`src/sv/psfp_pkg.sv`:
```
// Shared types and constants for the particle sensor frame parser.
package psfp_pkg;

  localparam int unsigned CFG_INDEX_W = 8;

  typedef enum logic [CFG_INDEX_W-1:0] {
    CFG_START_BYTE   = 8'd0,
    CFG_CHECK_ENABLE = 8'd1
  } cfg_reg_t;

  localparam logic [7:0] DEFAULT_START_BYTE = 8'h42;
  localparam logic       DEFAULT_CHECK_EN   = 1'b1;

  // Byte positions inside a 32-byte frame
  localparam logic [4:0] SUM_BYTES      = 5'd30;
  localparam logic [4:0] HEADER_BYTES   = 5'd2;
  localparam logic [4:0] LAST_POSITION  = 5'd31;
  localparam logic [4:0] FIRST_DATA_POS = 5'd1;

  localparam logic [3:0] CHECKSUM_INDEX = 4'd14;

endpackage

```
`src/sv/particle_sensor_frame_parser.sv`:
```
// Particle sensor frame parser: hunts for a start byte, assembles frame words, checks the sum.
//
//   channel | signals                                         | dir
//   --------+-------------------------------------------------+-----
//   in      | in_valid, in_ready, rx_byte                     | in
//   out     | out_valid, out_ready, word_index, word_value,   | out
//           | checksum_ok, last                               |
//   cfg     | cfg_valid, cfg_ready, cfg_index, cfg_data       | in
//
// One byte per cycle while in_ready is high: each byte is parsed in the cycle it is accepted
// and its word, if any, appears in the output register on the next cycle.
// in_ready is high while the output register is empty or being drained.
// A stall on the output holds the word and blocks input; the frame state is not lost.
// rst is synchronous: the parser returns to hunting, the config registers to their defaults.
// cfg_ready is always high; writes take effect on the next byte.
module particle_sensor_frame_parser (
  input  logic                             clk,
  input  logic                             rst,
  input  logic                             in_valid,
  output logic                             in_ready,
  input  logic [7:0]                       rx_byte,
  output logic                             out_valid,
  input  logic                             out_ready,
  output logic [3:0]                       word_index,
  output logic [15:0]                      word_value,
  output logic                             checksum_ok,
  output logic                             last,
  input  logic                             cfg_valid,
  output logic                             cfg_ready,
  input  logic [psfp_pkg::CFG_INDEX_W-1:0] cfg_index,
  input  logic [7:0]                       cfg_data
);

  logic [7:0]  start_byte;
  logic        check_enable;
  logic        in_frame, in_frame_next;
  logic [4:0]  byte_position, byte_position_next;
  logic [15:0] running_sum, running_sum_next;
  logic [7:0]  high_byte_hold, high_byte_hold_next;
  logic        out_valid_next;
  logic        emit;
  logic [3:0]  emit_index;
  logic [15:0] emit_word;
  logic        emit_ok, emit_last;
  logic        in_accept;

  assign cfg_ready = 1'b1;
  assign in_ready  = !out_valid || out_ready;
  assign in_accept = in_valid && in_ready;

  always_ff @(posedge clk) begin
    if (rst) begin
      start_byte   <= psfp_pkg::DEFAULT_START_BYTE;
      check_enable <= psfp_pkg::DEFAULT_CHECK_EN;
    end else if (cfg_valid) begin
      case (cfg_index)
        psfp_pkg::CFG_START_BYTE:   start_byte   <= cfg_data;
        psfp_pkg::CFG_CHECK_ENABLE: check_enable <= cfg_data[0];
        default: ;
      endcase
    end
  end

  always_comb begin
    in_frame_next       = in_frame;
    byte_position_next  = byte_position;
    running_sum_next    = running_sum;
    high_byte_hold_next = high_byte_hold;
    emit                = 1'b0;
    emit_index          = byte_position[4:1] - 4'd1;
    emit_word           = {high_byte_hold, rx_byte};
    emit_ok             = 1'b0;
    emit_last           = 1'b0;
    if (in_accept) begin
      if (!in_frame) begin
        if (rx_byte == start_byte) begin
          in_frame_next       = 1'b1;
          byte_position_next  = psfp_pkg::FIRST_DATA_POS;
          running_sum_next    = {8'd0, rx_byte};
          high_byte_hold_next = 8'd0;
        end
      end else begin
        if (byte_position < psfp_pkg::SUM_BYTES) begin
          running_sum_next = running_sum + {8'd0, rx_byte};
        end
        if (byte_position < psfp_pkg::HEADER_BYTES) begin
          byte_position_next = byte_position + 5'd1;
        end else if (!byte_position[0]) begin
          high_byte_hold_next = rx_byte;
          byte_position_next  = byte_position + 5'd1;
        end else begin
          emit = 1'b1;
          if (byte_position == psfp_pkg::LAST_POSITION) begin
            emit_ok             = !check_enable || (emit_word == running_sum);
            emit_last           = 1'b1;
            in_frame_next       = 1'b0;
            byte_position_next  = 5'd0;
            running_sum_next    = 16'd0;
            high_byte_hold_next = 8'd0;
          end else begin
            byte_position_next = byte_position + 5'd1;
          end
        end
      end
    end
  end

  always_comb begin
    out_valid_next = out_valid;
    if (in_accept) begin
      out_valid_next = emit;
    end else if (out_ready) begin
      out_valid_next = 1'b0;
    end
  end

  always_ff @(posedge clk) begin
    if (rst) begin
      in_frame       <= 1'b0;
      byte_position  <= 5'd0;
      running_sum    <= 16'd0;
      high_byte_hold <= 8'd0;
      out_valid      <= 1'b0;
    end else begin
      in_frame       <= in_frame_next;
      byte_position  <= byte_position_next;
      running_sum    <= running_sum_next;
      high_byte_hold <= high_byte_hold_next;
      out_valid      <= out_valid_next;
    end
  end

  always_ff @(posedge clk) begin
    if (in_accept && emit) begin
      word_index  <= emit_index;
      word_value  <= emit_word;
      checksum_ok <= emit_ok;
      last        <= emit_last;
    end
  end

endmodule

```
`config.mk`:
```
export PLATFORM = sky130hd
export DESIGN_NAME = particle_sensor_frame_parser
export DESIGN_NICKNAME = d
export VERILOG_FILES = /design/src/sv/psfp_pkg.sv /design/src/sv/particle_sensor_frame_parser.sv
export SDC_FILE = /design/constraint.sdc
export NUM_CORES = 1
export LEC_CHECK = 0
export BUFFER_PORTS_ARGS = -buffer_cell sky130_fd_sc_hd__buf_4
export CAP_MARGIN = 20
export CORE_MARGIN = 2
export CORE_UTILIZATION = 35
export DETAILED_ROUTE_END_ITERATION = 7
export GPL_TIMING_DRIVEN = 1
export PLACE_DENSITY_LB_ADDON = 0.3
export SETUP_SLACK_MARGIN = 0.15
export SLEW_MARGIN = 20
export SYNTH_ARGS = -nofsm -noshare
export SYNTH_HDL_FRONTEND = slang
export SYNTH_SLANG_ARGS = --single-unit
```
`constraint.sdc`:
```
create_clock -name clk -period 4.05 [get_ports clk]
set_input_delay 0.81 -clock clk [delete_from_list [all_inputs] [get_ports clk]]
set_output_delay 0.81 -clock clk [all_outputs]
set_load 0.005 [all_outputs]
```
==> flow_summary.json <==
{
  "status": "completed",
  "grt_pass1_wl_um": 11900,
  "seq_area_frac_synth_pct": 46.4,
  "yosysUniqueCellTypes": 54,
  "antenna_found_initial": 0,
  "regArea_um2": 1460,
  "finalSetupViolCount": 0,
  "peakVddDrop_uv": 168,
  "synth_edf_count": 22,
  "layout_setup_ws_ps": 1610,
  "chipHeight_um": 98.9,
  "drv_cap": 0,
  "min_from": "high_byte_hold[7]",
  "ios": 54,
  "area_growth_pct": 21.0,
  "ys_ff_latch": 62,
  "wl_per_cell_um": 15.5,
  "dpl_cell_area_um2": 3620,
  "min_path_type": "flop to flop",
  "drc": 0,
  "viasPerCell": 5.29,
  "port_buffers": 52,
  "fmax_mhz": 410,
  "fin_crit_ps": 2440,
  "internal-power_w": 0.000959,
  "avgSynthCellArea_um2": 10.8,
  "syn_inst": 292,
  "cts_buffer_depth": 2,
  "rsz0062_at_grt": "no",
  "start_kind": "primary input",
  "hold_viol_final": 0,
  "die_area_um2": 9770,
  "drive_gt1_share_pct": 24.5,
  "clkSinkCount": 62,
  "power.leakage_nw": 1.42,
  "relSlewSlack_pct": 26.7,
  "combPwrFrac_pct": 5.6,
  "seq_power_share_pct": 51.7,
  "yosysMostFrequentCell": "dfxtp_1",
  "diodes": 0,
  "nFillCells": 824,
  "switching_share_pct": 22.7,
  "cts_tree": "yes",
  "nets": 388,
  "p_per_area_nw_per_um2": 326,
  "worst_pin_slew_ps": 1090,
  "finalCritPeriodShare_pct": 60.2,
  "fin_tns_setup_ps": 0,
  "fin_worst_skew_ps": 7.69,
  "reg2reg_from": "byte_position[1]",
  "cp.required_ps": 4280,
  "gp_congestion": 0.836,
  "cts_buffers": 9,
  "start_util_pct": 36.1,
  "die_w_um": 98.9,
  "cts-root-buf": "clkbuf_8",
  "grtUsageTotal_pct": 15.5,
  "finalInstanceArea_um2": 3810,
  "holdBufCountCts": 0,
  "dp_hpwl_um": 5180,
  "rows": 34,
  "multi_input_area_um2": 1610,
  "maxSlewViolCount": 0,
  "grt_pass1_vias": 2342,
  "cp-startpoint": "rx_byte[0]",
  "synth_area_leader_cell": "dfxtp_1",
  "place_ws_ps": 1310,
  "yosysWarningCount": 0,
  "grt_remaining_overflow": 0,
  "path_clk_slew_ps": 70,
  "wirelength_um": 7110,
  "clk_latency_ps": 340,
  "grt_max_degree": 30,
  "async_reset_ff_share_pct": 0,
  "drt_iter0_drc": 171,
  "r2r_setup_slack_ps": 1870,
  "yosys-top-cells-area": "dfxtp_1 (25%), edfxtp_1 (21%), xnor2_1 (6.7%), ha_1 (4.8%), mux2i_1 (4.8%)",
  "cts_max_level": 3,
  "cp-end-kind": "flop",
  "p_switching_w": 0.000282,
  "clkPwrFrac_pct": 42.7,
  "first_pass_iters": 5,
  "critPathKind": "primary input to flop",
  "ctsResizeCount": 0,
  "ant_nets": 0,
  "cp_max_fo": 5,
  "post_cts_buffers": 0,
  "synthDominantCellAreaShare_pct": 25.4,
  "syn-cell-area_um2": 3150,
  "vias": 2426,
  "core_um2": 8720,
  "ys.flop_type": "dfxtp_1",
  "worst_ep_arrival_time_ps": 2670,
  "syn-num-nets": 334,
  "synthTopCellsByCount": "dfxtp_1 (40), nor2_1 (24), xnor2_1 (24), edfxtp_1 (22), nand2_1 (19)"
}
logic make-up after synthesis:
logic type | share of synthesized area (%)
simple gates | 19.6
flops | 46.4
compound gates | 12.0
xor+xnor | 9.18
mux | 4.77
buf+inv | 2.46
fa+ha+maj | 5.40
other cells | 0.119
cells in the final DEF, fill, tap and decap left out, drive strengths merged, types with 6 or more instances in the layout:
cell	synthesis	routed
dfxtp	40	40
nand3	8	8
a21oi	9	9
inv	6	6
edfxtp	22	22
ha	12	12
o21ai	6	6
buf	5	52
mux2i	15	15
xnor2	24	24
nor2	26	26
clkbuf	4	11
nand4	7	7
nor4	10	10
nor3	6	6
nand2b	11	11
a22o	6	6
xor2	9	9
o2bb2ai	6	6
nand2	21	21
final timing paths:
check,depth (start not counted),endpoint
setup / recovery,9,running_sum[6]
hold / removal,0,word_value[15]
setup reg to reg,5,word_value[8]
hold reg to reg,0,word_value[15]
registers in the layout, indices dropped and copies added (netlist names):
register        flops
running_sum        16
word_value         16
high_byte_hold      8
start_byte          8
byte_position       5
word_index          4
check_enable        1
checksum_ok         1
in_frame            1
last                1
out_valid           1
cell type report:
class	count	area share [%]
clock buffers	11	3.45
inverters	6	0.591
flip-flops and latches	62	38.3
well taps	108	3.55
multi-input cells	215	42.3
clock inverters	5	1.58
repair buffers	52	10.2
critical path, cell delays in order:
cell and delay, ps:
buf_4 140, ha_1 240, fa_1 440, a211oi_1 340, o21bai_1 120, a21oi_1 180
xor2_1 160, o2bb2ai_1 70, a22o_1 180
per-stage QoR:
stage | hold WS [ps] | instances | utilization [%] | power [W]
after floorplan | 446 | 292 | - | 0.000688
after global placement | 464 | 443 | 41.5 | 0.000724
after detailed placement | 465 | 443 | 41.5 | 0.000725
after CTS | 482 | 459 | 43.7 | 0.00125
after global routing | 502 | 459 | 43.7 | 0.00129
final | 484 | 459 | 43.7 | 0.00124
power by group through the flow:
stage	logic, W	clock network [W]	registers, W
after CTS	0.0000696	0.000542	0.000641
final	0.0000697	0.000529	0.000642
after detailed placement	0.0000696	0	0.000656
after global routing	0.0000757	0.000574	0.000641
after floorplan	0.0000328	0	0.000655
after global placement	0.0000687	0	0.000656
layer usage:
metal	routed length [um]	vias up	part of all wire [%]	GRT usage [%]
met2	3280	79	46	24.7
met5	0	-	0	0
met4	138	0	1.9	6.11
li1	-	1174	-	-
met3	401	9	5.6	3.40
met1	3300	1164	46	20.5
Note: power is estimated with default switching activity, not from simulation.
